$ cat config.mk
export PLATFORM = sky130hd
export DESIGN_NAME = stream_group_reverser
export DESIGN_NICKNAME = d
export VERILOG_FILES = /design/src/rtl/sgr_pkg.sv /design/src/rtl/sgr_front.sv /design/src/rtl/sgr_cmd_queue.sv /design/src/rtl/sgr_back.sv /design/src/rtl/stream_group_reverser.sv
export SDC_FILE = /design/constraint.sdc
export NUM_CORES = 1
export LEC_CHECK = 0
export ABC_CLOCK_PERIOD_IN_PS = 12700
export BUFFER_PORTS_ARGS = -buffer_cell sky130_fd_sc_hd__buf_2
export CORE_MARGIN = 4
export CORE_UTILIZATION = 60
export CTS_CLUSTER_SIZE = 20
export DETAILED_ROUTE_END_ITERATION = 16
export PLACE_DENSITY = 0.81
export SLEW_MARGIN = 40
export SYNTH_ARGS = -nofsm -noshare
export SYNTH_HDL_FRONTEND = slang
export SYNTH_HIERARCHICAL = 1
export SYNTH_SLANG_ARGS = --single-unit
export TNS_END_PERCENT = 100
$ cat constraint.sdc
create_clock -name clk -period 12.7 [get_ports clk]
set_input_delay 1.27 -clock clk [delete_from_list [all_inputs] [get_ports clk]]
set_output_delay 1.27 -clock clk [all_outputs]
set_load 0.02 [all_outputs]
$ cat src/rtl/sgr_pkg.sv
// ----------------------------------------------------------------------------
// sgr_pkg: shared types and constants
// Widths, defaults and the command and release records passed between the
// front end, the command queue and the back end of the group reverser.
// ----------------------------------------------------------------------------
package sgr_pkg;

  localparam int DATA_W            = 32;
  localparam int CFG_W             = 5;
  localparam int MAX_GROUP_DEFAULT = 16;
  localparam int MAX_GROUP_LIMIT   = 64;
  // Count field wide enough for the largest group the parameter allows.
  localparam int CNT_W             = $clog2(MAX_GROUP_LIMIT + 1);

  // One emission run: which bank, how many entries, which direction, and whether it ends the stream.
  typedef struct packed {
    logic             bank;
    logic [CNT_W-1:0] count;
    logic             rev;
    logic             fin;
  } sgr_cmd_t;

  // Back end hands a bank back to the front end once fully read.
  typedef struct packed {
    logic valid;
    logic bank;
  } sgr_rel_t;

endpackage

$ cat src/rtl/sgr_front.sv
// ----------------------------------------------------------------------------
// sgr_front: request intake and group store
// Holds the group size register, writes requests into a two-bank store and
// issues one emission command per completed group or stream tail.
// ----------------------------------------------------------------------------
module sgr_front #(
  parameter int MAX_GROUP = sgr_pkg::MAX_GROUP_DEFAULT,
  parameter int IDX_W     = (MAX_GROUP > 1) ? $clog2(MAX_GROUP) : 1
) (
  input  logic                            clk,
  input  logic                            rst,
  input  logic                            cfg_we,
  input  logic [sgr_pkg::CFG_W-1:0]       cfg_data,
  input  logic                            in_valid,
  output logic                            in_ready,
  input  logic signed [sgr_pkg::DATA_W-1:0] value,
  input  logic                            final_item,
  output logic                            cmd_valid,
  input  logic                            cmd_ready,
  output sgr_pkg::sgr_cmd_t               cmd,
  input  sgr_pkg::sgr_rel_t               rel,
  input  logic                            rd_en,
  input  logic [IDX_W:0]                  rd_addr,
  output logic [sgr_pkg::DATA_W-1:0]      rd_data
);

  localparam int DEPTH = 2 ** (IDX_W + 1);

  logic [sgr_pkg::DATA_W-1:0] mem [0:DEPTH-1];

  logic [sgr_pkg::CFG_W-1:0] group_size;
  logic [sgr_pkg::CNT_W-1:0] fill;
  logic                      wbank;
  logic [1:0]                busy, busy_next;

  logic [sgr_pkg::CNT_W-1:0] gs_ext, k_eff, n_new;
  logic                      in_fire, full_group, done;

  always_comb begin
    gs_ext = sgr_pkg::CNT_W'(group_size);
    if (group_size == '0) begin
      k_eff = sgr_pkg::CNT_W'(1);
    end else if (gs_ext > sgr_pkg::CNT_W'(MAX_GROUP)) begin
      k_eff = sgr_pkg::CNT_W'(MAX_GROUP);
    end else begin
      k_eff = gs_ext;
    end
  end

  assign in_ready   = !busy[wbank] && cmd_ready;
  assign in_fire    = in_valid && in_ready;
  assign n_new      = fill + sgr_pkg::CNT_W'(1);
  assign full_group = n_new >= k_eff;
  assign done       = full_group || final_item;

  assign cmd_valid  = in_fire && done;
  assign cmd.bank   = wbank;
  assign cmd.count  = n_new;
  assign cmd.rev    = full_group;
  assign cmd.fin    = final_item;

  // Released bank and newly closed bank are never the same one.
  always_comb begin
    busy_next = busy;
    if (rel.valid) begin
      busy_next[rel.bank] = 1'b0;
    end
    if (in_fire && done) begin
      busy_next[wbank] = 1'b1;
    end
  end

  always_ff @(posedge clk) begin
    if (in_fire) begin
      mem[{wbank, fill[IDX_W-1:0]}] <= value;
    end
    if (rd_en) begin
      rd_data <= mem[rd_addr];
    end
  end

  always_ff @(posedge clk) begin
    if (rst) begin
      group_size <= sgr_pkg::CFG_W'(1);
      fill       <= '0;
      wbank      <= 1'b0;
      busy       <= '0;
    end else begin
      if (cfg_we) begin
        group_size <= cfg_data;
      end
      busy <= busy_next;
      if (in_fire) begin
        if (done) begin
          fill  <= '0;
          wbank <= !wbank;
        end else begin
          fill <= n_new;
        end
      end
    end
  end

endmodule

$ cat src/rtl/sgr_cmd_queue.sv
// ----------------------------------------------------------------------------
// sgr_cmd_queue: two-entry command queue
// Decouples the intake side from the emission side.
// ----------------------------------------------------------------------------
module sgr_cmd_queue (
  input  logic              clk,
  input  logic              rst,
  input  logic              push_valid,
  output logic              push_ready,
  input  sgr_pkg::sgr_cmd_t push_data,
  output logic              pop_valid,
  input  logic              pop_ready,
  output sgr_pkg::sgr_cmd_t pop_data
);

  sgr_pkg::sgr_cmd_t e0, e1;
  logic [1:0]        cnt;
  logic              push, pop;

  assign push_ready = (cnt != 2'd2);
  assign pop_valid  = (cnt != 2'd0);
  assign pop_data   = e0;
  assign push       = push_valid && push_ready;
  assign pop        = pop_valid && pop_ready;

  always_ff @(posedge clk) begin
    if (push && pop) begin
      if (cnt == 2'd1) begin
        e0 <= push_data;
      end else begin
        e0 <= e1;
        e1 <= push_data;
      end
    end else if (pop) begin
      e0 <= e1;
    end else if (push) begin
      if (cnt == 2'd0) begin
        e0 <= push_data;
      end else begin
        e1 <= push_data;
      end
    end
  end

  always_ff @(posedge clk) begin
    if (rst) begin
      cnt <= '0;
    end else if (push && !pop) begin
      cnt <= cnt + 2'd1;
    end else if (pop && !push) begin
      cnt <= cnt - 2'd1;
    end
  end

endmodule

$ cat src/rtl/sgr_back.sv
// ----------------------------------------------------------------------------
// sgr_back: emission sequencer
// Walks one command's bank forward or backward, one read a cycle while the
// output stage has room, and buffers results in a two-entry output stage.
// ----------------------------------------------------------------------------
module sgr_back #(
  parameter int MAX_GROUP = sgr_pkg::MAX_GROUP_DEFAULT,
  parameter int IDX_W     = (MAX_GROUP > 1) ? $clog2(MAX_GROUP) : 1
) (
  input  logic                              clk,
  input  logic                              rst,
  input  logic                              cmd_valid,
  output logic                              cmd_ready,
  input  sgr_pkg::sgr_cmd_t                 cmd,
  output sgr_pkg::sgr_rel_t                 rel,
  output logic                              rd_en,
  output logic [IDX_W:0]                    rd_addr,
  input  logic [sgr_pkg::DATA_W-1:0]        rd_data,
  output logic                              out_valid,
  input  logic                              out_ready,
  output logic signed [sgr_pkg::DATA_W-1:0] value_out,
  output logic                              run_end,
  output logic                              stream_end
);

  typedef struct packed {
    logic [sgr_pkg::DATA_W-1:0] data;
    logic                       run_end;
    logic                       stream_end;
  } res_t;

  logic [sgr_pkg::CNT_W-1:0] idx, offset;
  logic                      last, issue, pop, push;
  logic                      pend, pend_run_end, pend_stream_end;
  logic [1:0]                cnt;
  logic [2:0]                occ;
  res_t                      e0, e1, new_res;

  assign pop = out_valid && out_ready;
  assign occ = 3'(cnt) + 3'(pend);
  // Room when what is buffered or in flight fits after this cycle's take.
  assign issue = cmd_valid && ((occ < 3'd2) || (pop && occ < 3'd3));

  assign last   = (idx == cmd.count - sgr_pkg::CNT_W'(1));
  assign offset = cmd.rev ? (cmd.count - sgr_pkg::CNT_W'(1) - idx) : idx;

  assign rd_en     = issue;
  assign rd_addr   = {cmd.bank, offset[IDX_W-1:0]};
  assign cmd_ready = issue && last;
  assign rel.valid = issue && last;
  assign rel.bank  = cmd.bank;

  assign push               = pend;
  assign new_res.data       = rd_data;
  assign new_res.run_end    = pend_run_end;
  assign new_res.stream_end = pend_stream_end;

  assign out_valid  = (cnt != 2'd0);
  assign value_out  = e0.data;
  assign run_end    = e0.run_end;
  assign stream_end = e0.stream_end;

  always_ff @(posedge clk) begin
    pend_run_end    <= last;
    pend_stream_end <= last && cmd.fin;
    if (push && pop) begin
      if (cnt == 2'd1) begin
        e0 <= new_res;
      end else begin
        e0 <= e1;
        e1 <= new_res;
      end
    end else if (pop) begin
      e0 <= e1;
    end else if (push) begin
      if (cnt == 2'd0) begin
        e0 <= new_res;
      end else begin
        e1 <= new_res;
      end
    end
  end

  always_ff @(posedge clk) begin
    if (rst) begin
      idx  <= '0;
      pend <= 1'b0;
      cnt  <= '0;
    end else begin
      pend <= issue;
      if (issue) begin
        idx <= last ? '0 : idx + sgr_pkg::CNT_W'(1);
      end
      if (push && !pop) begin
        cnt <= cnt + 2'd1;
      end else if (pop && !push) begin
        cnt <= cnt - 2'd1;
      end
    end
  end

endmodule

$ cat src/rtl/stream_group_reverser.sv
// ----------------------------------------------------------------------------
// stream_group_reverser: reorders a value stream in groups
// Top level joining intake, command queue and emission sequencer.
// ----------------------------------------------------------------------------
// Requests carry a signed 32-bit value and a final flag. Requests collect in
// one bank of a two-bank group store; when group_size requests have arrived
// the group is emitted newest first, and when a final request arrives before
// the group fills, the buffered requests are emitted oldest first. run_end
// marks the last result of each run, stream_end the last result caused by a
// final request. A request is taken while a bank is free, so one group
// fills while the previous one drains. Results leave at one per cycle
// while out_ready is high, set by the store's single read port; a run passes
// the command queue, the registered store read and the output buffer. Intake
// stalls only when both banks hold runs not yet fully read. group_size is
// 0 -> 1 and saturates at MAX_GROUP; write it only while the block is idle.
// ----------------------------------------------------------------------------
module stream_group_reverser #(
  parameter int MAX_GROUP = sgr_pkg::MAX_GROUP_DEFAULT
) (
  input  logic                              clk,
  input  logic                              rst,
  // configuration
  input  logic                              cfg_we,
  input  logic [sgr_pkg::CFG_W-1:0]         cfg_data,
  // request channel
  input  logic                              in_valid,
  output logic                              in_ready,
  input  logic signed [sgr_pkg::DATA_W-1:0] value,
  input  logic                              final_item,
  // result channel
  output logic                              out_valid,
  input  logic                              out_ready,
  output logic signed [sgr_pkg::DATA_W-1:0] value_out,
  output logic                              run_end,
  output logic                              stream_end
);

  localparam int IDX_W = (MAX_GROUP > 1) ? $clog2(MAX_GROUP) : 1;

  sgr_pkg::sgr_cmd_t          f_cmd, b_cmd;
  sgr_pkg::sgr_rel_t          rel;
  logic                       f_cmd_valid, f_cmd_ready;
  logic                       b_cmd_valid, b_cmd_ready;
  logic                       rd_en;
  logic [IDX_W:0]             rd_addr;
  logic [sgr_pkg::DATA_W-1:0] rd_data;

  // Front: register, store writes, run classification.
  sgr_front #(
    .MAX_GROUP (MAX_GROUP),
    .IDX_W     (IDX_W)
  ) u_front (
    .clk        (clk),
    .rst        (rst),
    .cfg_we     (cfg_we),
    .cfg_data   (cfg_data),
    .in_valid   (in_valid),
    .in_ready   (in_ready),
    .value      (value),
    .final_item (final_item),
    .cmd_valid  (f_cmd_valid),
    .cmd_ready  (f_cmd_ready),
    .cmd        (f_cmd),
    .rel        (rel),
    .rd_en      (rd_en),
    .rd_addr    (rd_addr),
    .rd_data    (rd_data)
  );

  // At most one run per bank is outstanding, so two entries suffice.
  sgr_cmd_queue u_queue (
    .clk        (clk),
    .rst        (rst),
    .push_valid (f_cmd_valid),
    .push_ready (f_cmd_ready),
    .push_data  (f_cmd),
    .pop_valid  (b_cmd_valid),
    .pop_ready  (b_cmd_ready),
    .pop_data   (b_cmd)
  );

  // Back: reads a bank in run order and drives the result channel.
  sgr_back #(
    .MAX_GROUP (MAX_GROUP),
    .IDX_W     (IDX_W)
  ) u_back (
    .clk        (clk),
    .rst        (rst),
    .cmd_valid  (b_cmd_valid),
    .cmd_ready  (b_cmd_ready),
    .cmd        (b_cmd),
    .rel        (rel),
    .rd_en      (rd_en),
    .rd_addr    (rd_addr),
    .rd_data    (rd_data),
    .out_valid  (out_valid),
    .out_ready  (out_ready),
    .value_out  (value_out),
    .run_end    (run_end),
    .stream_end (stream_end)
  );

endmodule

==> impl_metrics.csv <==
group,metric,value,unit
routing,drc_errors,0,
place,numPortBuffers,78,
pwr,total_power,11.1,mW
sta,fin_crit_sh,35.6,%
status,run_status,"finished, final reports clean",
sta,hold_slack,0.446,ns
setup_path,worstSetupEndpointType,"flip-flop",
cts,cts_resized,0,
cts,clkSinkCount,1173,
logic_synthesis,yosysWarnings,6,
logic_synthesis,syn-num-nets,2009,
grt,first_global_vias,23000,
pwr,p_int,7.97,mW
sta,maxSlewViolCount,0,
floorplanning,num_rows,100,
finish,multi_input_area,10000,um^2
finish,syn_to_final_growth,12.4,%
sta,skew,0.0304,ns
setup_path,critical_path_buf_inv_count,5,
floorplanning,die_area,79900,um^2
logic_synthesis,synthCells,1940,
logic_synthesis,yosysUniqueCellTypes,51,
logic_synthesis,ys_seq_elements,1173,
finish,layout.cells.non_filler,3157,
pwr,power.density,219,nW/um^2
place,routabilityCongestion,0.797,
routing,wl_per_cell,36.2,um
floorplanning,initial_utilization,60.7,%
cts,cts_buffers,109,
routing,vias,22100,
sta,setup_viol,0,
sta,tightest_slew,0.873,ns
setup_path,arrival,4.93,ns
floorplanning,num_io_pins,79,
finish,drive_gt1_share,34.3,%
pwr,swShare,28.4,%
logic_synthesis,syn-cell-area,45300,um^2
setup_path,crit_family,"buffers and inverters",
finish,final_core_util,68.2,%
routing,drt_pass1_iterations,5,
cts,cts_hold_buffers,0,
pwr,peakVddDrop,0.184,mV
setup_path,cp_max_fo,94,
sta,rsz0062_at_grt,"false",
sta,hold_viol_final,0,
grt,grt.total_usage,29.6,%
pwr,seq_power_share,41.9,%
floorplanning,core-area,74600,um^2
logic_synthesis,synth-main-ff-cell,"edfxtp_1",
logic_synthesis,synth_edf_count,1144,
setup_path,crit_chain,"inv_1, ha_1, inv_1, fa_1, nand2_1, o21ai_4, buf_6, buf_12, buf_16, mux4_2, mux4_2, mux2_2",
cts,cts_setup_buffers,0,
setup_path,worst_ep_required_time,13.11,ns
hold_path,hp-class,"reg2reg",
setup_path,cp-start-kind,"flip-flop",
sta,fin_setup_tns,0,ns
finish,regArea,34900,um^2
cts,htree_levels,3,
setup_path,path_class,"reg2reg",
cts,clock_latency,0.69,ns
logic_synthesis,yosysTopAreaCell,"edfxtp_1",
grt,antenna_found_initial,6,
setup_path,cp_slowest_cell,"fa_1",
setup_path,crit_path_max_incr_delay,0.53,ns
finish,final_common_cell,"edfxtp_1",
pwr,p_clk_share,29.7,%
sta,clock.fmax,0.221,GHz
floorplanning,fp.dieW,283,um
grt,grt-ovfl-total,0,
sta,period_minus_slack,4.52,ns
flow_run,drv_cap,0,
logic_synthesis,yosysSeqAreaShare,77.2,%
place,dpl.hpwl,55.5,mm
logic_synthesis,synthArstFlopShare,0,%
routing,ant_nets,0,
cts,cts_root_buf,"clkbuf_16",
logic_synthesis,synth_top_area_share,75.9,%
floorplanning,die_h,283,um
pwr,power.switching,3.16,mW
routing,initialDrtViolationCount,3571,
finish,n_fill_cell,4221,
cts,clockBufferDepth,3,
logic_synthesis,syn-mean-instance-area,23.3,um^2
routing,wirelength,114,mm
pwr,p_leak,15.9,nW
place,post-place-cells,2950,
routing,viasPerCell,7.01,
finish,layout_common_cells,"edfxtp_1, mux4_2, clkbuf_16",
cts,cts_tree,"done",
logic_synthesis,synth.area.top_cells,"edfxtp_1, mux4_2, mux2_2",
pwr,pwr-share-comb,28.4,%
cts,path_clk_slew,0.06,ns
grt,grt_pass1_wl,166,mm
grt,grt_max_degree,95,
finish,finalNetCount,2164,
sta,max_slew_margin,41.6,%
## layout make-up
type | instances | area share, %
Inverter | 26 | 0.192
Tap cell | 969 | 2.38
Clock inverter | 78 | 1.45
Timing Repair Buffer | 138 | 2.05
Clock buffer | 124 | 5.55
Sequential cell | 1173 | 68.7
Multi-Input combinational cell | 647 | 19.7
Antenna cell | 2 | 0.00984
## cells by family (layout without fill, tap and decap cells)
family | count (synthesis) | in the layout | synth area share, %
compound gates | 47 | 47 | 0.735
xor+xnor | 19 | 19 | 0.398
fa+ha+maj | 26 | 26 | 0.735
buf+inv | 120 | 366 | 1.33
flops | 1173 | 1173 | 77.2
mux | 403 | 403 | 18.0
other cells | 0 | 2 | 0
simple gates | 152 | 152 | 1.60
## power by group through the flow
stage / sequential [mW] / combinational, mW / clock, mW
after floorplan: 4.74 / 2.25 / 0
after global placement: 4.73 / 2.93 / 0
after detailed placement: 4.74 / 3.06 / 0
after CTS: 4.67 / 3.16 / 3.33
after global routing: 4.68 / 3.34 / 3.52
final: 4.66 / 3.17 / 3.30
## per-layer routing
layer  wire, um  GRT usage (%)
met2      58100           49.0
met4       5110           12.0
met5         63              0
met1      37800           39.3
met3      13200           6.21
## final timing paths
kind	slack, ns	start	to	cells past startpoint
worst max-delay path	8.18	u_queue/pop_data[2]$_DFFE_PP_	u_front/rd_data[14]$_DFFE_PP_	12
worst min-delay path	0.45	u_front/rd_data[8]$_DFFE_PP_	u_back/e1[10]$_DFFE_PP_	0
worst max register to register	8.18	u_queue/pop_data[2]$_DFFE_PP_	u_front/rd_data[14]$_DFFE_PP_	12
worst min register to register	0.45	u_front/rd_data[8]$_DFFE_PP_	u_back/e1[10]$_DFFE_PP_	0
## state kept, by name (all words and copies together) (netlist names), 2 cells and up
signal,cells
u_back/cnt,2
u_back/e1,34
u_back/idx,7
u_back/value_out,32
u_front/busy,2
u_front/fill,7
u_front/group_size,5
u_front/mem,1024
u_front/rd_data,32
u_queue/cnt,2
u_queue/e1,10
u_queue/pop_data,10
## through the flow
step	cell area (um^2)	setup slack (ns)
after floorplan	45300	7.98
after global placement	47100	8.17
after detailed placement	47200	8.07
after CTS	50800	8.03
after global routing	50900	8.06
final	50900	8.18
## worst register-to-register path, stage by stage (launching register included)
cell,delay (ns)
edfxtp_1,0.42
inv_1,0.07
ha_1,0.27
inv_1,0.07
fa_1,0.53
nand2_1,0.10
o21ai_4,0.09
buf_6,0.50
buf_12,0.42
buf_16,0.46
mux4_2,0.56
mux4_2,0.50
mux2_2,0.28
## cells in the mapped netlist, types with 3 or more instances
cell,number
edfxtp_1,1144
mux4_2,320
mux2_2,76
nor2_1,55
clkbuf_1,40
nand2_1,37
dfxtp_1,29
buf_4,25
ha_1,25
inv_1,25
buf_1,18
a21oi_1,15
nand3_1,14
xnor2_1,13
o21ai_0,9
buf_6,7
nor3_1,7
mux2i_1,6
nand2b_1,6
nand4_1,6
or4_1,5
xor2_1,5
a211oi_1,4
buf_2,4
a21o_1,3
and3_1,3
nand3b_1,3
nor3b_1,3
o211ai_1,3
Power figures use the tool's default switching activity.
